==> src/lj_pkg.sv <==
`timescale 1ns / 1ps
// ----------------------------------------------------------------------------
// lj_pkg
// Shared widths, register indexes, reset values and the controller to
// datapath command bundle for the LCG jump-ahead block.
// ----------------------------------------------------------------------------
package lj_pkg;

  localparam int unsigned WORD_W    = 32;
  localparam int unsigned CFG_IDX_W = 8;
  localparam int unsigned BIT_CNT_W = $clog2(WORD_W);

  localparam logic [WORD_W-1:0] MULT_RESET = 32'h0003_43FD;
  localparam logic [WORD_W-1:0] INC_RESET  = 32'h0026_9EC3;

  // Configuration register indexes
  localparam logic [CFG_IDX_W-1:0] REG_MULT = 8'd0;
  localparam logic [CFG_IDX_W-1:0] REG_INC  = 8'd1;

  // Commands from the controller to the datapath
  typedef struct packed {
    logic load;   // capture a new item and seed the accumulators
    logic step;   // fold in one bit of the step count
    logic fin;    // apply the accumulated map to the seed
  } lj_cmd_t;

endpackage

==> src/lj_cfg.sv <==
`timescale 1ns / 1ps
// ----------------------------------------------------------------------------
// lj_cfg
// Configuration register file: LCG multiplier and increment.
// ----------------------------------------------------------------------------
module lj_cfg (
  input  logic                          clk,
  input  logic                          rst_n,
  input  logic                          wr_en,
  input  logic [lj_pkg::CFG_IDX_W-1:0]  wr_index,
  input  logic [lj_pkg::WORD_W-1:0]     wr_data,
  output logic [lj_pkg::WORD_W-1:0]     mult,
  output logic [lj_pkg::WORD_W-1:0]     inc
);
  import lj_pkg::*;

  logic [WORD_W-1:0] mult_r;
  logic [WORD_W-1:0] inc_r;

  // Write the addressed register; drop writes to unknown indexes
  always_ff @(posedge clk) begin
    if (!rst_n) begin
      mult_r <= MULT_RESET;
      inc_r  <= INC_RESET;
    end else if (wr_en) begin
      if (wr_index == REG_MULT) begin
        mult_r <= wr_data;
      end else if (wr_index == REG_INC) begin
        inc_r <= wr_data;
      end
    end
  end

  assign mult = mult_r;
  assign inc  = inc_r;

endmodule

==> config.mk <==
export PLATFORM = sky130hd
export DESIGN_NAME = lj_cfg
export DESIGN_NICKNAME = d
export VERILOG_FILES = /design/src/lj_pkg.sv /design/src/lj_cfg.sv
export SDC_FILE = /design/constraint.sdc
export NUM_CORES = 1
export LEC_CHECK = 0
export BUFFER_PORTS_ARGS = -buffer_cell sky130_fd_sc_hd__buf_2
export CAP_MARGIN = 10
export CORE_MARGIN = 1.5
export CORE_UTILIZATION = 49
export CTS_BUF_LIST = sky130_fd_sc_hd__clkbuf_4 sky130_fd_sc_hd__clkbuf_8
export CTS_CLUSTER_DIAMETER = 100
export DETAILED_ROUTE_END_ITERATION = 10
export PLACE_DENSITY = 0.81
export SYNTH_ARGS = -nofsm -noshare
export SYNTH_HDL_FRONTEND = slang
export SYNTH_SLANG_ARGS = --single-unit
==> constraint.sdc <==
create_clock -name clk -period 2.5 [get_ports clk]
set_input_delay 0.5 -clock clk [delete_from_list [all_inputs] [get_ports clk]]
set_output_delay 0.5 -clock clk [all_outputs]
set_load 0.01 [all_outputs]
Word level (Yosys, flattened, before mapping)
Index checks and enable logic that the tools add are counted.

storage, ports and cells
  flip-flop bits (word level) = 64
  input bits = 43
  output and inout bits = 64
  word-level logic and storage cells = 7

cells by class
  eq/ne operators = 1
  bitwise logic cells = 1
  reductions and logical operators = 3

operator list
  kind                                                              count
  8-bit by 1-bit == test with 1-bit output (second input constant)  1
  8-bit zero test                                                   1
  3-bit AND reduction                                               1
  2-bit AND reduction                                               1
  1-bit inverter                                                    1

Depth between registers and ports, before layout
Gate-level depths: netlist (run 1).

  word-level depth = 3
  depth in mapped cells = 5
  depth with buffers taken out = 3

Worst setup path before layout (run 1)
Ideal clock, no wire load.

  kind = in2reg
  start point = input wr_index[6] (netlist name)
  end point = register mult_r[29], in the netlist mult[29]
  library setup time = 72 ps
  arrival time = 1929 ps
  data required time = 2428 ps
  slack = 500 ps
  cell stages on the path = 5
  path buffers = 2
  cells stage by stage = or4b_1 > buf_6 > nor3_4 > buf_8 > mux2i_1

between the ends
  cells in the longest elaborated chain, start to end = 2

ends and longest elaborated chain
  element                        line          RTL
  start: declaration             lj_cfg.sv:10  input logic [lj_pkg::CFG_IDX_W-1:0] wr_index,
  8-bit zero test                lj_cfg.sv:26  if (wr_index == REG_MULT) begin
  2-bit AND reduction (no line)  n/a
  end signal: assignment         lj_cfg.sv:27  mult_r <= wr_data;
  end: declaration               lj_cfg.sv:17  logic [WORD_W-1:0] mult_r;

Every way passes these cells.
A chain may end at the register's enable or synchronous reset.

Worst setup path after layout (run 1)
  start point = input wr_index[6] (netlist name)
  end point = register mult_r[23], in the netlist mult[23]

Same word-level chain as after synthesis.

==> impl_results.md, run 1 <==
* Total number of vias at 2267
* First-pass GRT wire length at ~8800 um
* Worst path slowest cell: or4b_1
* Post-CTS Setup Repair Bufs at 0
* Layout Utilization at 66.4%
* Critical R2R Launch: inc[10]
* Vias per cell at 5.08
* Synth Instances at 270
* Final period util at about three quarters
* Clock Path Buffers at 2
* Pwr Total at a little over 2 mW
* Antenna cells at 0
* Die Y at roughly 76 um
* Die span in x at 75.5 um
* Top-count cell post-synth: nand2_1
* Area growth syn-to-layout at 30.6%
* CTS Hold Bufs at 0
* Critical Path RT at ~2800 ps
* YS warnings at 0
* Remaining Overflow, GRT at 0
* Avg Cell Area, Syn at about 9.6 um2
* Port Buffers at 106
* Antenna viol nets, final at 0
* Final WL at 5790 um
* CTS Root Cell: clkbuf_8
* Vias in the first global route at 1975
* Ys flop type: dfxtp_1
* Largest cells by area after synthesis: dfxtp_1 (50%), mux2i_1 (19%), nand2_1 (9.8%), nor2b_1 (3.6%), nor4_1 (3.6%)
* Max Cap Viol at 0
* Fin Setup TNS at 0 ps
* Post-cts sizing count at 0
* Initial Utilization at 50.8%
* CTS H-tree lvls at 3
* Hold_sp: wr_data[2]
* Critical path capture point type: register
* Synthesized flop and latch total at 64
* HPWL after DPL at 3980 um
* Post-synth cell types at 18
* Nets@finish at 414
* Critical path cell sequence: buf_2 -> or4b_1 -> nor3_4 -> buf_12 -> mux2i_1
* GRT Util Overall at 20.6%
* Post-Syn Area at 0.00258 mm2
* Syn nets at 313
* Measured slew at the worst slew-check pin at 398 ps
* Number of flops mapped to enable cells by yosys at 0
* Hold Path End: inc[2]
* PwrDens at 606 mW/mm2
* Drt pass-1 iters at 5
* Worst-path clk slew at 70 ps
* Max Slew Vio Count at 0
* Top cell type's share of synthesized area at 49.7%
* # clock sinks at 64
* Total Die Area at 0.00571 mm2
* CTS tree: done
* R2r worst-path depth at 2
* Largest stage delay, worst path at 730 ps
* Largest net degree at the start of global routing at 97
* Antenna violations before repair at 0
* Max Freq at 0.545 GHz
* Reg2Reg Setup Slack at 1810 ps
* Hold/Removal Path Class: input pin to register
* Fin crit period at between 1500 and 2000 ps
* Final Hold Slack at between 400 and 500 ps
* Final setup fails at 0
* CTS buffer count at 9
* Async SR Flop Fraction at 0%
* Max VDD drop at 392 uV
* Routed len/inst at 13.0 um
* Slew Limit Headroom at 73.5%
* Crit-path max FO at 25
* Sequential area share after synthesis at 49.7%
* Top Ports at 107
* Status: completed
* Drt drc at 0
* Area leader, netlist: dfxtp_1
* RR Endpoint: inc[10]
* CP Launch Type: input pin
* Fraction of layout cells with a size suffix above 1 at 35.9%
* Static leakage at around 1.5 nW
* Final Skew at 0 ps
* Core area at 0.00507 mm2
* FILL cells at 429
* Setup Crit Path Kind: input pin to register
* Worst-Skew Late Latency at between 300 and 400 ps
* Post-synth top cells: nand2_1 (67), dfxtp_1 (64), mux2i_1 (50)
* Final RePlAce weighted congestion at 0.745
* RSZ-0062 raised after global routing: false
* Rows at 26
* Hold path depth at 3
* Critical path arrival at 2090 ps
* Iter 0 DRT Violations at 98
* Final Hold Viols at 0
## sequential cells by signal, summed over array words and instances, names as in the netlist
name  cells
inc      32
mult     32
## where the power goes
| group | leakage [nW] | switching [mW] | internal (mW) |
|---|---|---|---|
| combinational | 0.853 | 0.0652 | 0.0442 |
| clock | 0.110 | 0.375 | 0.534 |
| sequential | 0.516 | 0.000641 | 1.02 |
| total | 1.48 | 0.441 | 1.60 |
## worst max-delay path, delay by kind of cell
family	cells	cell delay (ps)
and+or+nand+nor	2	1000
buffers and inverters	2	350
muxes	1	240
## logic make-up (layout without fill, tap and decap cells)
logic type      Yosys count  after routing  synth area share, %
buf+inv                  25            131                 5.05
flops                    64             64                 49.7
mux                      50             50                 19.4
simple gates            103            103                 19.7
compound gates           28             28                 6.11
## through the flow
| step | cell area, um2 | setup slack [ps] | cells |
|---|---|---|---|
| finish | 3370 | 666 | 446 |
| global placement | 3160 | 392 | 430 |
| floorplan | 2580 | 500 | 270 |
| CTS | 3370 | 661 | 446 |
| detailed placement | 3160 | 312 | 430 |
| global route | 3370 | 587 | 446 |
## how the worst max path moves through the flow
| stage | startpoint | endpoint | slack, ps | cells past startpoint |
|---|---|---|---|---|
| global placement | wr_index[6] | mult[3] | 390 | 5 |
| detailed placement | wr_index[6] | mult[23] | 310 | 5 |
| floorplan | wr_index[6] | mult[29] | 500 | 5 |
| global route | wr_index[6] | mult[23] | 590 | 5 |
| finish | wr_index[6] | mult[23] | 670 | 5 |
| CTS | wr_index[6] | mult[23] | 660 | 5 |
## layer usage
metal  vias to the layer above  wire length (um)  GRT usage (%)  share of wire (%)
li1                       1137                 -              -                  -
met1                      1045              2650           26.5                 46
met2                        80              2650           31.9                 46
met3                         5               444           5.42                7.7
met4                         0                44           10.7               0.76
met5                         -                 0              0                  0
## layout make-up
type / instances / area, um2 / share of cell area, %
tap: 70 / 87.6 / 2.60
clock inverter: 3 / 40.0 / 1.19
clock buffer: 13 / 166 / 4.94
timing repair buffer: 114 / 616 / 18.3
sequential: 64 / 1280 / 38.0
multi-input combinational: 181 / 1170 / 34.8
inverter: 1 / 3.75 / 0.111
## placed cells by master, fill, tap and decap left out
cell type / count
nor4_1: 14
nor2b_1: 15
or4_1: 1
a31oi_1: 14
buf_4: 6
nand2_1: 67
mux2i_1: 50
nor3_4: 2
buf_2: 106
buf_12: 2
clkbuf_8: 11
nor4_2: 1
clkbuf_4: 2
or4b_1: 1
inv_2: 1
nor4b_2: 1
clkinv_2: 2
bufinv_16: 1
dfxtp_1: 64
o21ai_1: 14
nand3_1: 1
Power figures use the tool's default switching activity.
==> run 2: changes to the inputs <==
--- a/config.mk
+++ b/config.mk
@@ -5,14 +5,15 @@
 export SDC_FILE = /design/constraint.sdc
 export NUM_CORES = 1
 export LEC_CHECK = 0
+export ABC_AREA = 1
 export BUFFER_PORTS_ARGS = -buffer_cell sky130_fd_sc_hd__buf_2
 export CAP_MARGIN = 10
 export CORE_MARGIN = 1.5
-export CORE_UTILIZATION = 49
+export CORE_UTILIZATION = 45
 export CTS_BUF_LIST = sky130_fd_sc_hd__clkbuf_4 sky130_fd_sc_hd__clkbuf_8
 export CTS_CLUSTER_DIAMETER = 100
 export DETAILED_ROUTE_END_ITERATION = 10
-export PLACE_DENSITY = 0.81
+export PLACE_DENSITY = 0.78
 export SYNTH_ARGS = -nofsm -noshare
 export SYNTH_HDL_FRONTEND = slang
 export SYNTH_SLANG_ARGS = --single-unit
==> constraint.sdc (replaced) <==
create_clock -name clk -period 1.6 [get_ports clk]
set_input_delay 0.32 -clock clk [delete_from_list [all_inputs] [get_ports clk]]
set_output_delay 0.32 -clock clk [all_outputs]
set_load 0.01 [all_outputs]
==> run 2 against run 1 <==
Sequential cell count is the same. Critical path depth grew 2. Register-to-register slack lost 830 ps. Largest cell class unchanged. Routed wire length grew 15%. Clock skew is the same. Die area grew 11%. Largest power group unchanged. Critical endpoint is now inc[9]. Clock power grew 72%. Via count grew 20%. Sequential share of layout area shrank 1.3 points.
==> impl_results.md, run 2 <==
* Status: completed
* Final RePlAce weighted congestion at 0.800 (+7.4%)
* Post-Syn Area at 0.00265 mm2 (+2.8%)
* Slew Limit Headroom at 73.8% (+0.32 points)
* Max Freq at around 0.77 GHz
* Hold Path End: inc[21]
* Top Ports at 107 (unchanged)
* R2r worst-path depth at 2 (unchanged)
* Post-placement setup slack at -54.0 ps (-366 ps)
* Die Y at 79.7 um (+5.6%)
* Critical path cell sequence: buf_2 -> nor2_1 -> nand2_1 -> nor2_4 -> nand2_1 -> nand2_1 -> nand3_1
* Antenna viol nets, final at 0 (unchanged)
* YS warnings at 0 (unchanged)
* Hold/Removal Path Class: input pin to register
* Most frequent CP cell: nand2_1
* Post-cts sizing count at 0 (unchanged)
* Synthesized flop and latch total at 64 (unchanged)
* Vias in the first global route at 2369 (+20%)
* Critical Path RT at 1790 ps (-970 ps)
* Static leakage at 1.77 nW (+20%)
* Critical R2R Launch: inc[14]
* Hold_sp: wr_data[21]
* GRT Util Overall at 21.4% (+0.75 points)
* CTS tree: done
* Placed Instances at 527 (+23%)
* Fraction of layout cells with a size suffix above 1 at 29.3% (-6.6 points)
* Measured slew at the worst slew-check pin at 392 ps (-5.78 ps)
* Drt pass-1 iters at 4 (-1)
* Worst-Skew Late Latency at 320 ps (about the same)
* CP Launch Type: input pin
* Area leader, netlist: dfxtp_1
* Routed len/inst at 12.3 um (-5.4%)
* Hold path depth at 3 (unchanged)
* CTS H-tree lvls at 3 (unchanged)
* RSZ-0062 raised after global routing: false
* Non-Filler Instances at 543 (+22%)
* Max Slew Vio Count at 0 (unchanged)
* Final Skew at 0 ps (unchanged)
* Largest net degree at the start of global routing at 65 (-33%)
* CTS Root Cell: clkbuf_8
* First-pass GRT wire length at 10700 um (+21%)
* Total number of vias at 2710 (+20%)
* Core area at 0.00561 mm2 (+11%)
* Number of flops mapped to enable cells by yosys at 0 (unchanged)
* Ys flop type: dfxtp_1
* Sequential area share after synthesis at 48.3% (-1.3 points)
* Final WL at 6670 um (+15%)
* Storage element area at 0.00128 mm2 (unchanged)
* Clock Path Buffers at 2 (unchanged)
* Total Die Area at 0.00636 mm2 (+11%)
* Syn nets at 409 (+31%)
* Crit-path max FO at 12 (-52%)
* Setup Crit Path Kind: input pin to register
* Cell class contributing the biggest share of worst-path delay: simple AND/OR/NAND/NOR gates
* Max Cap Viol at 0 (unchanged)
* Critical path capture point type: register
* Final Hold Viols at 0 (unchanged)
* Most frequent cells in the layout: buf_2 (106), nand3_1 (88), nand2_1 (69)
* Fin crit period at ~1300 ps
* Area occupied by multi-input gates at 0.00108 mm2 (-7.7%)
* Top cell type's share of synthesized area at 48.3% (-1.3 points)
* Post-synth cell types at 13 (-5)
* Antenna violations before repair at 0 (unchanged)
* Pwr Total at 3.37 mW (+65%)
* Reg2Reg Setup Slack at 980 ps (-830 ps)
* Initial Utilization at 47.3% (-3.6 points)
* Synth Instances at 366 (+36%)
* Critical path arrival at 1500 ps (-590 ps)
* PwrDens at 969 mW/mm2 (+60%)
* Post-CTS Setup Repair Bufs at 0 (unchanged)
* Final period util at 81.5%
* FILL cells at 541 (+26%)
* RR Endpoint: inc[14]
* Remaining Overflow, GRT at 0 (unchanged)
* Die span in x at 79.7 um (+5.6%)
* Setup WS post-layout at 297 ps (-369 ps)
* Async SR Flop Fraction at 0% (unchanged)
* Nets@finish at 509 (+23%)
* Post-synth top cells: nand3_1 (88), nand2_1 (69), dfxtp_1 (64)
* CTS Hold Bufs at 0 (unchanged)
* # clock sinks at 64 (unchanged)
* Top-count cell post-synth: nand3_1
* Rows at 27 (+3.8%)
* Max VDD drop at 556 uV (+42%)
* Area growth syn-to-layout at 31.4%
* Commonest non-fill, non-tap cell in the layout: buf_2
* Avg Cell Area, Syn at 7.24 um2 (-24%)
* Worst path slowest cell: nand2_1
* Worst-path clk slew at 70 ps (about the same)
* Antenna cells at 0 (unchanged)
* Iter 0 DRT Violations at 154 (+57%)
* Vias per cell at 4.99 (-1.8%)
* Largest cells by area after synthesis: dfxtp_1 (48%), nand3_1 (17%), nand2_1 (9.8%), a21oi_1 (7.6%), nor2_1 (6.1%)
* Final setup fails at 0 (unchanged)
* Drt drc at 0 (unchanged)
* Buffers & Inverters on Critical Path at 1 (-1)
* CTS buffer count at 9 (unchanged)
* Largest stage delay, worst path at 340 ps (-390 ps)
* Port Buffers at 106 (unchanged)
* HPWL after DPL at 4630 um (+16%)
## run 2: cell types whose count changed after synthesis, sizes merged, moves of 15 or more
cell | before | now
nor2 | 0 | 45
a21oi | 0 | 40
nand3 | 1 | 88
inv | 1 | 30
mux2i | 50 | 0
nor2b | 15 | 0
nor4 | 15 | 0
## run 2: cells by family (layout without fill, tap and decap cells)
group / count (synthesis) / in the layout / share of synthesized area, %
AO/OA/AOI/OAI: 40 / 40 / 7.55
flip-flops: 64 / 64 / 48.3
buffers and inverters: 60 / 165 / 11.0
AND/OR/NAND/NOR: 202 / 202 / 33.1
## run 2: power breakdown
| part | internal (mW) | switching, mW | leakage, nW |
|---|---|---|---|
| sequential | 1.60 | 0.00189 | 0.516 |
| clock | 0.935 | 0.624 | 0.109 |
| combinational | 0.0827 | 0.135 | 1.15 |
| total | 2.61 | 0.761 | 1.77 |
## run 2: per-stage QoR
| stage | hold WS (ps) | setup TNS, ps | instance area [um2] | utilization [%] |
|---|---|---|---|---|
| 6_report | 247 | 0 | 3480 | 62.1 |
| 5_1_grt | 246 | 0 | 3480 | 62.1 |
| 4_1_cts | 238 | 0 | 3480 | 62.1 |
| 3_5_place_dp | 442 | -512 | 3260 | 58.1 |
| 3_3_place_gp | 432 | -100 | 3260 | 58.1 |
| 2_1_floorplan | 474 | 0 | 2650 | - |
## run 2: layer usage
metal | global-route usage, % | vias to the layer above | routed length, um
met3 | 6.74 | 4 | 496
met5 | 0 | - | 0
met2 | 35.5 | 97 | 3130
met4 | 5.69 | 0 | 33
met1 | 26.7 | 1233 | 3010
li1 | - | 1376 | -
## run 2: cell type report
cell class	count	share of cell area, %
inverters	30	3.23
flip-flops and latches	64	36.8
well taps	72	2.59
clock buffers	11	4.17
repair buffers	119	19.8
clock inverters	5	2.30
multi-input cells	242	31.1
## run 2: how the worst max path moves through the flow
stage,slack [ps],to,cells past startpoint,start
detailed placement,-50,inc[9],7,wr_index[3]
global route,160,mult[2],7,wr_index[3]
CTS,280,inc[9],7,wr_index[3]
floorplan,470,mult[14],7,wr_index[3]
global placement,-20,inc[9],7,wr_index[3]
finish,300,inc[9],7,wr_index[3]
## run 2: worst min-delay path, delay by kind of cell
kind,cells,cell delay (ps)
simple gates,2,130
buf+inv,1,90
