$ cat src/lj_pkg.sv
`timescale 1ns / 1ps
// ----------------------------------------------------------------------------
// lj_pkg
// Shared widths, register indexes, reset values and the controller to
// datapath command bundle for the LCG jump-ahead block.
// ----------------------------------------------------------------------------
package lj_pkg;

  localparam int unsigned WORD_W    = 32;
  localparam int unsigned CFG_IDX_W = 8;
  localparam int unsigned BIT_CNT_W = $clog2(WORD_W);

  localparam logic [WORD_W-1:0] MULT_RESET = 32'h0003_43FD;
  localparam logic [WORD_W-1:0] INC_RESET  = 32'h0026_9EC3;

  // Configuration register indexes
  localparam logic [CFG_IDX_W-1:0] REG_MULT = 8'd0;
  localparam logic [CFG_IDX_W-1:0] REG_INC  = 8'd1;

  // Commands from the controller to the datapath
  typedef struct packed {
    logic load;   // capture a new item and seed the accumulators
    logic step;   // fold in one bit of the step count
    logic fin;    // apply the accumulated map to the seed
  } lj_cmd_t;

endpackage

$ cat src/lj_ctrl.sv
`timescale 1ns / 1ps
// ----------------------------------------------------------------------------
// lj_ctrl
// Controller: sequences load, one step per step-count bit, and finish.
// ----------------------------------------------------------------------------
module lj_ctrl (
  input  logic            clk,
  input  logic            rst_n,
  input  logic            start,
  output logic            busy,
  output lj_pkg::lj_cmd_t cmd
);
  import lj_pkg::*;

  typedef enum logic [1:0] {
    ST_IDLE,
    ST_STEP,
    ST_FIN
  } state_t;

  state_t               state_r, state_nxt;
  logic [BIT_CNT_W-1:0] cnt_r, cnt_nxt;

  // Next state and bit counter
  always_comb begin
    state_nxt = state_r;
    cnt_nxt   = cnt_r;
    case (state_r)
      ST_IDLE: begin
        if (start) begin
          state_nxt = ST_STEP;
          cnt_nxt   = '0;
        end
      end
      ST_STEP: begin
        cnt_nxt = cnt_r + 1'b1;
        if (cnt_r == BIT_CNT_W'(WORD_W - 1)) begin
          state_nxt = ST_FIN;
        end
      end
      ST_FIN: begin
        state_nxt = ST_IDLE;
      end
      default: begin
        state_nxt = ST_IDLE;
      end
    endcase
  end

  // Hold state and counter
  always_ff @(posedge clk) begin
    if (!rst_n) begin
      state_r <= ST_IDLE;
      cnt_r   <= '0;
    end else begin
      state_r <= state_nxt;
      cnt_r   <= cnt_nxt;
    end
  end

  assign busy     = (state_r != ST_IDLE);
  assign cmd.load = (state_r == ST_IDLE) && start;
  assign cmd.step = (state_r == ST_STEP);
  assign cmd.fin  = (state_r == ST_FIN);

endmodule

$ cat config.mk
export PLATFORM = sky130hd
export DESIGN_NAME = lj_ctrl
export DESIGN_NICKNAME = d
export VERILOG_FILES = /design/src/lj_pkg.sv /design/src/lj_ctrl.sv
export SDC_FILE = /design/constraint.sdc
export NUM_CORES = 1
export LEC_CHECK = 0
export BUFFER_PORTS_ARGS = -buffer_cell sky130_fd_sc_hd__buf_2
export CAP_MARGIN = 40
export CORE_AREA = 2 2 39 41
export DETAILED_ROUTE_END_ITERATION = 10
export DIE_AREA = 0 0 41 43
export GPL_ROUTABILITY_DRIVEN = 0
export PLACE_DENSITY_LB_ADDON = 0.08
export SETUP_SLACK_MARGIN = 0.4
export SYNTH_ARGS = -nofsm -noshare
export SYNTH_HDL_FRONTEND = slang
export SYNTH_SLANG_ARGS = --single-unit
$ cat constraint.sdc
create_clock -name clk -period 1.2 [get_ports clk]
set_input_delay 0.24 -clock clk [delete_from_list [all_inputs] [get_ports clk]]
set_output_delay 0.24 -clock clk [all_outputs]
set_load 0.01 [all_outputs]
# After elaboration in Yosys (flattened, before gate mapping)

Index checks and enable logic that the tools add are counted.

Add/sub/neg operators: 1
Bitwise logic cells: 0
Shift-type cells: 0
Reduce and logical (&&, ||, !) cells: 6
Multiplexer cells: 5
Magnitude comparators: 0
Div/mod/pow operators: 0
Equal/unequal tests: 5
$mul: 0

Operator list:

| operator                                       | count |
|---|---|
| one-hot mux 5 bit (2 select lines)             | 1 |
| adder 5 x 1 -> 5 bit (second input constant)   | 1 |
| == test 5 bit (second input constant)          | 1 |
| 2-to-1 mux 5 bit                               | 1 |
| 2-to-1 mux 2 bit                               | 2 |
| one-hot mux 2 bit (2 select lines)             | 1 |
| AND reduction 2 bit                            | 2 |
| nonzero test 2 bit                             | 2 |
| == test 2 x 1 -> 1 bit (second input constant) | 1 |
| == test 2 bit (second input constant)          | 1 |
| logical NOT 2 bit                              | 1 |
| != test 2 x 1 -> 1 bit (second input constant) | 1 |
| != test 2 bit (second input constant)          | 1 |
| logical AND 1 bit                              | 1 |

Memories kept: 0
Memory bits (writable): 0
Output and inout bits: 4
Register bits after elaboration: 7
Bits in read-only memories: 0
Input bits: 3
Latch bits: 0
Logic and storage cells: 19

# Logic depth before layout (Yosys ltp)

Gate-level depths: netlist of the first run.

Word-level depth: 3
Gate-level depth with buffers: 5

# Least setup slack after synthesis of the first run

Ideal clock, no wire load.

Kind: register -> register
Start: register cnt_r[0]
End: register cnt_r[4]
Path slack: -0.068 ns
Clock period less this slack: 1.268 ns
Data required time: 1.083 ns
Buffers on the path: 0
Arrival: 1.150 ns
Setup time: 0.117 ns
Cell stages (with the launch flop): 6
Path through: dfxtp_1 > ha_1 > and3_1 > ha_1 > a22oi_1 > nor2_1

Cells in the longest elaborated chain, start to end: 2

Ends and longest elaborated chain:

| what                               | RTL line      | text |
|---|---|---|
| from (decl)                        | lj_ctrl.sv:22 | `logic [BIT_CNT_W-1:0] cnt_r, cnt_nxt;` |
| from (signal assigned)             | lj_ctrl.sv:57 | `cnt_r <= cnt_nxt;` |
| adder 5 x 1 -> 5 bit               | lj_ctrl.sv:36 | `cnt_nxt = cnt_r + 1'b1;` |
| one-hot mux 5 bit (2 select lines) | lj_ctrl.sv:28 | `case (state_r)` |

No other way between the ends.
A chain may end at the register's enable or synchronous reset.

==> metrics.yaml, run 1 <==
netlist_instances: 37
drt-vias-per-instance: 4.48
port-buffer-count: 6
slew_viol_final: 0
worstRegToRegCells: 5
timing.fmax_ghz: 0.801
grt_pass1_vias: 354
avgSynthCellArea_sq_um: 9.06
ys_warn_count: 0
area_growth_pct: 73.1
critPathMaxStageDelay_ns: 0.35
cts.sinks: 7
cp.arrival_ns: 1.01
synth-seq-cells: 7
p_int_uw: 415
power_frac_seq_pct: 44.8
dr.pass1.iters: 2
final_util_pct: 42.0
htreeDepth: 1
whs_path_depth: 2
cts_tree: "done"
rsz0062_at_grt: "true"
num_vias: 327
tightest_slew_ns: 0.228
fin_crit_ns: 1.25
antenna_found_initial: 0
synth_top_cell_area_share_pct: 41.8
clk-insertion-delay-late_ns: 0.24
final.setup.worst_slack_ns: -0.0491
crit_fanout: 4
hold_path.class: "in -> reg"
status: "finished with violations"
diodes: 0
fillers: 146
timing.final.crit_share_pct: 104
io_pins: 7
wire_per_inst_microns: 10.8
ctsHoldBuffers: 0
path_class: "reg -> out"
initial_core_util_pct: 24.2
fp.dieW_microns: 41
timing.slew.headroom_pct: 84.8
seq_area_sq_um: 148
die-area_sq_um: 1760
dp_slack_ns: 0.00713
drv_cap: 0
multiInputGateArea_sq_um: 243
drive_above_1_share_pct: 61.4
startpoint_type: "flip-flop"
placed_area_sq_um: 473
grt_pass1_wl_microns: 1460
clkTransAtPathRegs_ns: 0.05
synth-edff-count: 0
worst_ir_drop_vdd_mv: 0.748
violations: "setup timing"
nets: 63
finalHoldViolations: 0
slowest_stage: "dfxtp_4"
p_leak_uw: 0.000253
grt_max_degree: 7
synth_cell_type_count: 19
pwr-share-clk_pct: 38.8
die_h_microns: 43
cp-end-kind: "primary output"
powerDensity_nw_per_um2: 935
core_region_area_sq_um: 1380
synthTopCellsByCount: "dfxtp_1, nor2_1"
cp.required_ns: 0.96
cts_buffer_depth: 2
stdcell_area_sq_um: 581
numCtsBuffers: 3
power.switching_uw: 128
cts-root-buf: "clkbuf_4"
ys_seq_area_share_pct: 41.8
async_flop_share_pct: 0
cp_cell_sequence: "or2_4, nor2_4, buf_6"
swShare_pct: 23.6
syn_nets: 42
drc: 0
grt_use_total_pct: 12.9
yosys.area.top_type: "dfxtp_1"
setup_viol: 4
dr.first_iter.drc_count: 1
syn_area_sq_um: 335
pwr-share-comb_pct: 16.4
synthTopCellsByArea: "dfxtp_1, ha_1, mux2i_1"
synth_ff_type: "dfxtp_1"
routed_wl_microns: 787
grt_overflow: 0
skew_ns: 0.0000840
synth_most_common_cell: "dfxtp_1"
final_antenna_net_count: 0
rows: 14
==> metal layers <==
metal | routed length [microns] | vias to the layer above | global-route usage (%)
met5 | 0 | - | 0
met4 | 12 | 0 | 10.0
met3 | 35 | 2 | 4.71
met2 | 410 | 5 | 17.5
met1 | 329 | 149 | 15.6
li1 | - | 171 | -
==> power by group through the flow <==
stage | combinational, uW | sequential (uW) | clock, uW
floorplan | 40.2 | 252 | 0
global placement | 65.8 | 251 | 0
detailed placement | 67.6 | 251 | 0
CTS | 82.7 | 243 | 223
global route | 96.9 | 244 | 236
finish | 89.3 | 243 | 210
==> area by class of cell <==
cell class | count | area share (%)
well taps | 16 | 3.45
repair buffers | 17 | 23.5
flip-flops and latches | 7 | 25.4
multi-input cells | 27 | 41.8
inverters | 2 | 1.29
clock buffers | 4 | 4.53
==> logic make-up after synthesis <==
family | synth area share, %
muxes | 5.97
adders and majority gates | 7.46
AOI/OAI and AO/OA | 11.6
buffers and inverters | 4.48
DFF | 41.8
and+or+nand+nor | 28.7
==> layout by cell type (no fill, tap or decap) <==
master	synthesis	final
or3b_1	1	1
nor3b_2	0	2
dfxtp_2	0	3
nor2b_1	2	1
nand2_1	2	2
nor2_1	4	3
nor2b_2	0	1
a31oi_1	1	1
and2b_2	1	1
a21oi_1	1	1
mux2i_1	2	2
or2_4	0	1
buf_4	1	8
nand3_1	2	2
buf_2	0	4
and3_1	2	1
o21ai_1	0	1
ha_4	0	2
clkbuf_4	0	3
a22oi_2	0	2
nor2_4	0	1
dfxtp_1	7	3
buf_6	0	5
and3_4	0	1
inv_1	2	2
clkbuf_1	0	1
dfxtp_4	0	1
o21bai_1	1	1
==> timing repair <==
item,CTS,global route
setup buffers,3,3
gates resized for setup,6,2
endpoints found under the setup margin,11,11
pin swaps,4,4
==> path summary, 6_finish.rpt <==
kind / start / to / slack, ns
setup reg to reg: cnt_r[0]$_SDFFE_PN0P_ / state_r[0]$_SDFFE_PN0P_ / 0.01
hold / removal: rst_n / state_r[1]$_SDFFE_PN0P_ / 0.24
setup / recovery: state_r[1]$_SDFFE_PN0P_ / cmd[2] / -0.05
hold reg to reg: state_r[1]$_SDFFE_PN0P_ / state_r[0]$_SDFFE_PN0P_ / 0.52
==> sequential cells by signal, indices dropped and copies added, names as in the netlist <==
register and flops:
state_r 2, cnt_r 5
==> critical path, delay by kind of cell, from the launching register on <==
kind / cells / cell delay (ns)
flip-flops: 1 / 0.35
buffers and inverters: 1 / 0.10
AND/OR/NAND/NOR: 2 / 0.32
==> through the flow <==
step | total power (uW) | cells | hold slack [ns] | TNS (ns)
2_1_floorplan | 293 | 37 | 0.392 | 0
3_3_place_gp | 316 | 63 | 0.459 | 0
3_5_place_dp | 318 | 63 | 0.469 | 0
4_1_cts | 548 | 70 | 0.227 | -0.181
5_1_grt | 577 | 73 | 0.242 | -0.393
6_report | 543 | 73 | 0.238 | -0.118
Power figures use the tool's default switching activity.
==> run 2, diff against run 1 <==
--- a/config.mk
+++ b/config.mk
@@ -8,10 +8,12 @@
 export BUFFER_PORTS_ARGS = -buffer_cell sky130_fd_sc_hd__buf_2
 export CAP_MARGIN = 40
 export CORE_AREA = 2 2 39 41
+export CTS_BUF_LIST = sky130_fd_sc_hd__clkbuf_4
 export DETAILED_ROUTE_END_ITERATION = 10
 export DIE_AREA = 0 0 41 43
 export GPL_ROUTABILITY_DRIVEN = 0
 export PLACE_DENSITY_LB_ADDON = 0.08
+export RECOVER_POWER = 100
 export SETUP_SLACK_MARGIN = 0.4
 export SYNTH_ARGS = -nofsm -noshare
 export SYNTH_HDL_FRONTEND = slang
==> run 2 against run 1 <==
  * The run still ends with setup timing left
  * Highest routed layer unchanged
  * Sequential power barely moved
  * Sequential cell count did not move
  * Clock power increased by 10%
  * Fmax barely moved
  * Worst setup slack is essentially flat
==> metrics.yaml, run 2 (same netlist as run 1, synthesis figures left out) <==
status: "finished with violations"  # unchanged
violations: "setup timing"  # unchanged
cp.required_ns: 0.96  # about the same
placed_area_sq_um: 473  # unchanged
hold_path.class: "in -> reg"  # unchanged
rows: 14  # unchanged
num_vias: 328  # was 327
drv_cap: 0  # unchanged
ctsHoldBuffers: 0  # unchanged
timing.slew.headroom_pct: 84.4  # was 84.8%
cts_buffer_depth: 2  # unchanged
fin_crit_ns: 1.25  # about the same
grt_max_degree: 7  # unchanged
initial_core_util_pct: 24.2  # unchanged
grt_pass1_vias: 354  # unchanged
pwr-share-comb_pct: 15.1  # was 16.4%
worst_ir_drop_vdd_mv: 0.746  # was 0.748 mV
p_leak_uw: 0.000255  # was 0.000253 uW
area_growth_pct: 72.0  # was 73.1%
final.setup.worst_slack_ns: -0.0489  # was -0.0491 ns
path_depth: 3  # unchanged
diodes: 0  # unchanged
port-buffer-count: 6  # unchanged
slowest_stage: "dfxtp_4"  # unchanged
stdcell_area_sq_um: 577  # was 581 sq um
grt_pass1_wl_microns: 1450  # was 1460 microns
grt_use_total_pct: 12.6  # was 12.9%
largest_reg_flops: 5  # unchanged
cp.buffers_inverters: 1  # unchanged
dp_slack_ns: 0.00713  # unchanged
nets: 63  # unchanged
cts-root-buf: "clkbuf_4"  # unchanged
dr.pass1.iters: 2  # unchanged
p_total_uw: 560  # was 543 uW
final_antenna_net_count: 0  # unchanged
grt_overflow: 0  # unchanged
p_int_uw: 434  # was 415 uW
pwr-share-clk_pct: 41.4  # was 38.8%
final_common_cell: "buf_4"  # unchanged
timing.final.crit_share_pct: 104  # about the same
layout_common_cells: "buf_4, buf_6, clkbuf_4, buf_2"  # was buf_4, buf_6, buf_2
wire_per_inst_microns: 10.7  # was 10.8 microns
worst_hold_slack_ns: 0.239  # was 0.238 ns
largest_registers: "cnt_r x5, state_r x2"  # unchanged
whs_path_depth: 2  # unchanged
cp-end-kind: "primary output"  # unchanged
power.switching_uw: 126  # was 128 uW
fin_tns_setup_ns: -0.117  # was -0.118 ns
routed_wl_microns: 782  # was 787 microns
swShare_pct: 22.5  # was 23.6%
numCtsBuffers: 3  # unchanged
cts.sinks: 7  # unchanged
slew_viol_final: 0  # unchanged
tightest_slew_ns: 0.234  # was 0.228 ns
setup_viol: 4  # unchanged
timing.fmax_ghz: 0.801  # about the same
powerDensity_nw_per_um2: 971  # was 935 nW/um^2
die-area_sq_um: 1760  # unchanged
core_region_area_sq_um: 1380  # unchanged
skew_ns: 0.000534  # was 0.0000840 ns
finalHoldViolations: 0  # unchanged
cts_tree: "done"  # unchanged
startpoint_type: "flip-flop"  # unchanged
path_class: "reg -> out"  # unchanged
io_pins: 7  # unchanged
antenna_found_initial: 0  # unchanged
drt-vias-per-instance: 4.49  # was 4.48
rsz0062_at_grt: "true"  # unchanged
fp.dieW_microns: 41  # unchanged
drive_above_1_share_pct: 61.4  # unchanged
fillers: 146  # unchanged
dr.first_iter.drc_count: 1  # unchanged
regMostFlops: "cnt_r"  # unchanged
cp.arrival_ns: 1.01  # about the same
cpLargestDelayFamily: "flip-flops"  # unchanged
drc: 0  # unchanged
clkTransAtPathRegs_ns: 0.05  # about the same
die_h_microns: 43  # unchanged
seq_area_sq_um: 148  # unchanged
worstRegToRegCells: 5  # unchanged
multiInputGateArea_sq_um: 238  # was 243 sq um
critPathMaxStageDelay_ns: 0.35  # about the same
cp_cell_sequence: "or2_4, nor2_4, buf_6"  # unchanged
power_frac_seq_pct: 43.4  # was 44.8%
clk-insertion-delay-late_ns: 0.24  # about the same
crit_fanout: 4  # unchanged
htreeDepth: 1  # unchanged
[run 2: worst register-to-register path: stages, from the launching register on]
cell,delay [ns]
dfxtp_2,0.33
ha_4,0.16
and3_4,0.17
ha_4,0.15
mux2i_1,0.13
nor3b_2,0.18
[run 2: final cells by class]
| type | instances | area share, % |
|---|---|---|
| multi-input combinational | 27 | 41.2 |
| clock buffer | 4 | 5.21 |
| sequential | 7 | 25.6 |
| inverter | 2 | 1.30 |
| timing repair buffer | 17 | 23.2 |
| tap | 16 | 3.47 |
[run 2: worst paths after layout]
check	slack [ns]	from	endpoint
max	-0.05	state_r[1]$_SDFFE_PN0P_	cmd[2]
min	0.24	rst_n	state_r[1]$_SDFFE_PN0P_
max reg2reg	0.01	cnt_r[0]$_SDFFE_PN0P_	state_r[0]$_SDFFE_PN0P_
min reg2reg	0.52	state_r[1]$_SDFFE_PN0P_	state_r[0]$_SDFFE_PN0P_
[run 2: per-layer routing]
metal	GRT usage [%]	wire length, microns	vias up
met5	0	0	-
met4	8.00	12	0
met3	4.71	35	2
met2	17.5	404	5
met1	15.6	330	149
li1	-	-	172
[run 2: per-stage QoR]
| stage | utilization (%) | instances |
|---|---|---|
| 2_1_floorplan | - | 37 |
| 3_3_place_gp | 34.2 | 63 |
| 3_5_place_dp | 34.2 | 63 |
| 4_1_cts | 40.1 | 70 |
| 5_1_grt | 41.7 | 73 |
| 6_report | 41.7 | 73 |
[run 2: power by group through the flow]
stage,clock [uW],sequential (uW),combinational (uW)
2_1_floorplan,0,252,40.2
3_3_place_gp,0,251,65.8
3_5_place_dp,0,251,67.6
4_1_cts,243,243,82.7
5_1_grt,256,244,92.2
6_report,232,243,84.8
[run 2: what timing repair did]
action	CTS	global route
buffers inserted	3	3
pin swaps	4	4
gates cloned	0	0
endpoints found under the setup margin	11	11
hold endpoints to repair	0	0
resized for setup	6	2
==> run 3, diff against run 2 <==
==> constraint.sdc (replaced) <==
create_clock -name clk -period 1.3 [get_ports clk]
set_input_delay 0.26 -clock clk [delete_from_list [all_inputs] [get_ports clk]]
set_output_delay 0.26 -clock clk [all_outputs]
set_load 0.01 [all_outputs]
==> run 3 against run 2 <==
  * The run now ends clean
  * Critical path depth unchanged
  * Sequential cell count unchanged
  * Core utilization decreased by 3.0 points
  * Via count decreased by 1.5%
  * Clock skew increased by 0.00059 ns
  * Largest cell class unchanged
==> metrics.yaml, run 3 (same netlist as run 1, synthesis figures left out) <==
dp.cells: 58  # was 63
dr.first_iter.drc_count: 0  # was 1
drv_cap: 0  # unchanged
drive_above_1_share_pct: 52.7  # was 61.4%
path_class: "reg -> out"  # unchanged
io_pins: 7  # unchanged
area_growth_pct: 59.7  # was 72.0%
fin_crit_ns: 1.28
cts_tree: "done"  # unchanged
grt_pass1_wl_microns: 1260  # was 1450 microns
cts.sinks: 7  # unchanged
regMostFlops: "cnt_r"  # unchanged
grt_max_degree: 7  # unchanged
port-buffer-count: 6  # unchanged
skew_ns: 0.00112  # was 0.000534 ns
p_total_uw: 506  # was 560 uW
timing.final.crit_share_pct: 98.4
rsz0062_at_grt: "true"  # unchanged
rows: 14  # unchanged
crit_fanout: 4  # unchanged
diodes: 0  # unchanged
die-area_sq_um: 1760  # unchanged
fp.dieW_microns: 41  # unchanged
dr.pass1.iters: 1  # was 2
largest_registers: "cnt_r x5, state_r x2"  # unchanged
cts_buffer_depth: 2  # unchanged
finalHoldViolations: 0  # unchanged
initial_core_util_pct: 24.2  # unchanged
drt-vias-per-instance: 4.55  # was 4.49
status: "complete, no violations"  # was finished with violations
slew_viol_final: 0  # unchanged
p_leak_uw: 0.000236  # was 0.000255 uW
setup_viol: 0  # was 4
layout_common_cells: "buf_4, clkbuf_4, dfxtp_1"  # was buf_4, buf_6, clkbuf_4, buf_2
htreeDepth: 1  # unchanged
wire_per_inst_microns: 10.2  # was 10.7 microns
nets: 61  # was 63
cts-root-buf: "clkbuf_4"  # unchanged
die_h_microns: 43  # unchanged
routed_wl_microns: 722  # was 782 microns
cp.required_ns: 1.04  # was 0.96 ns
tightest_slew_ns: 0.417  # was 0.234 ns
hp-start: "rst_n"  # unchanged
antenna_found_initial: 0  # unchanged
clkTransAtPathRegs_ns: 0.05  # about the same
grt_use_total_pct: 11.3  # was 12.6%
startpoint_type: "flip-flop"  # unchanged
timing.slew.headroom_pct: 72.1  # was 84.4%
powerDensity_nw_per_um2: 945  # was 971 nW/um^2
ff2ff_setup_slack_ns: 0.08  # was 0.01 ns
regToRegStartpoint: "cnt_r[0]$_SDFFE_PN0P_"  # unchanged
cp.arrival_ns: 1.02  # was 1.01 ns
hold_path.class: "in -> reg"  # unchanged
grt_pass1_vias: 325  # was 354
timing.fmax_ghz: 0.782
largest_reg_flops: 5  # unchanged
num_vias: 323  # was 328
final.setup.worst_slack_ns: 0.0209  # was -0.0489 ns
core_region_area_sq_um: 1380  # unchanged
clk-insertion-delay-late_ns: 0.24  # about the same
final_antenna_net_count: 0  # unchanged
fin_cells: 71  # was 73
final_common_cell: "buf_4"  # unchanged
drc: 0  # unchanged
dp_hpwl_microns: 521
grt_overflow: 0  # unchanged
numCtsBuffers: 3  # unchanged
worst_ir_drop_vdd_mv: 0.380  # was 0.746 mV
dp_slack_ns: 0.0866  # was 0.00713 ns
cp-end-kind: "primary output"  # unchanged
startpoint: "state_r[0]$_SDFFE_PN0P_"  # was state_r[1]$_SDFFE_PN0P_
fillers: 137  # was 146
## run 3: power breakdown
| part | switching, uW | internal, uW |
|---|---|---|
| registers | 3.80 | 218 |
| clock network | 75.8 | 138 |
| logic | 32.0 | 38.6 |
| total | 112 | 394 |
## run 3: critical path: stages, from the launching register on
cell and delay [ns]:
dfxtp_4 0.34, or2_4 0.26, nor2_4 0.08, buf_6 0.10
## run 3: final timing paths
path | endpoint | cells after the start
worst max-delay path | cmd[2] | 3
worst min-delay path | state_r[1]$_SDFFE_PN0P_ | 2
worst max register to register | state_r[0]$_SDFFE_PN0P_ | 5
worst min register to register | cnt_r[3]$_SDFFE_PN0P_ | 2
## run 3: final cells by class
class | count | area [sq um] | area share [%]
timing repair buffer | 15 | 111 | 20.8
tap | 16 | 20.0 | 3.74
clock buffer | 4 | 30.0 | 5.61
multi-input combinational | 27 | 218 | 40.7
inverter | 2 | 7.51 | 1.40
sequential | 7 | 149 | 27.8
## run 3: routing by layer
metal,vias up,part of all wire (%),track usage [%]
met2,4,49,16.3
met5,-,0,0
met3,2,3.9,4.71
met1,152,46,11.6
met4,0,1.4,10.0
li1,165,-,-
## run 3: metrics by stage
stage               hold WS, ns  utilization [%]  instance area (sq um)  setup TNS [ns]
finish                    0.295             38.7                    536               0
global route              0.282             38.7                    536         -0.0506
CTS                       0.257             39.9                    552               0
detailed placement        0.456             30.9                    428               0
global placement          0.447             30.9                    428               0
floorplan                 0.412                -                    389               0
## run 3: repair_timing
action / CTS / global route
setup buffers: 9 / 0
pin swaps: 3 / 0
resized for setup: 6 / 2
endpoints found under the setup margin: 11 / 11
hold buffers: 0 / 0
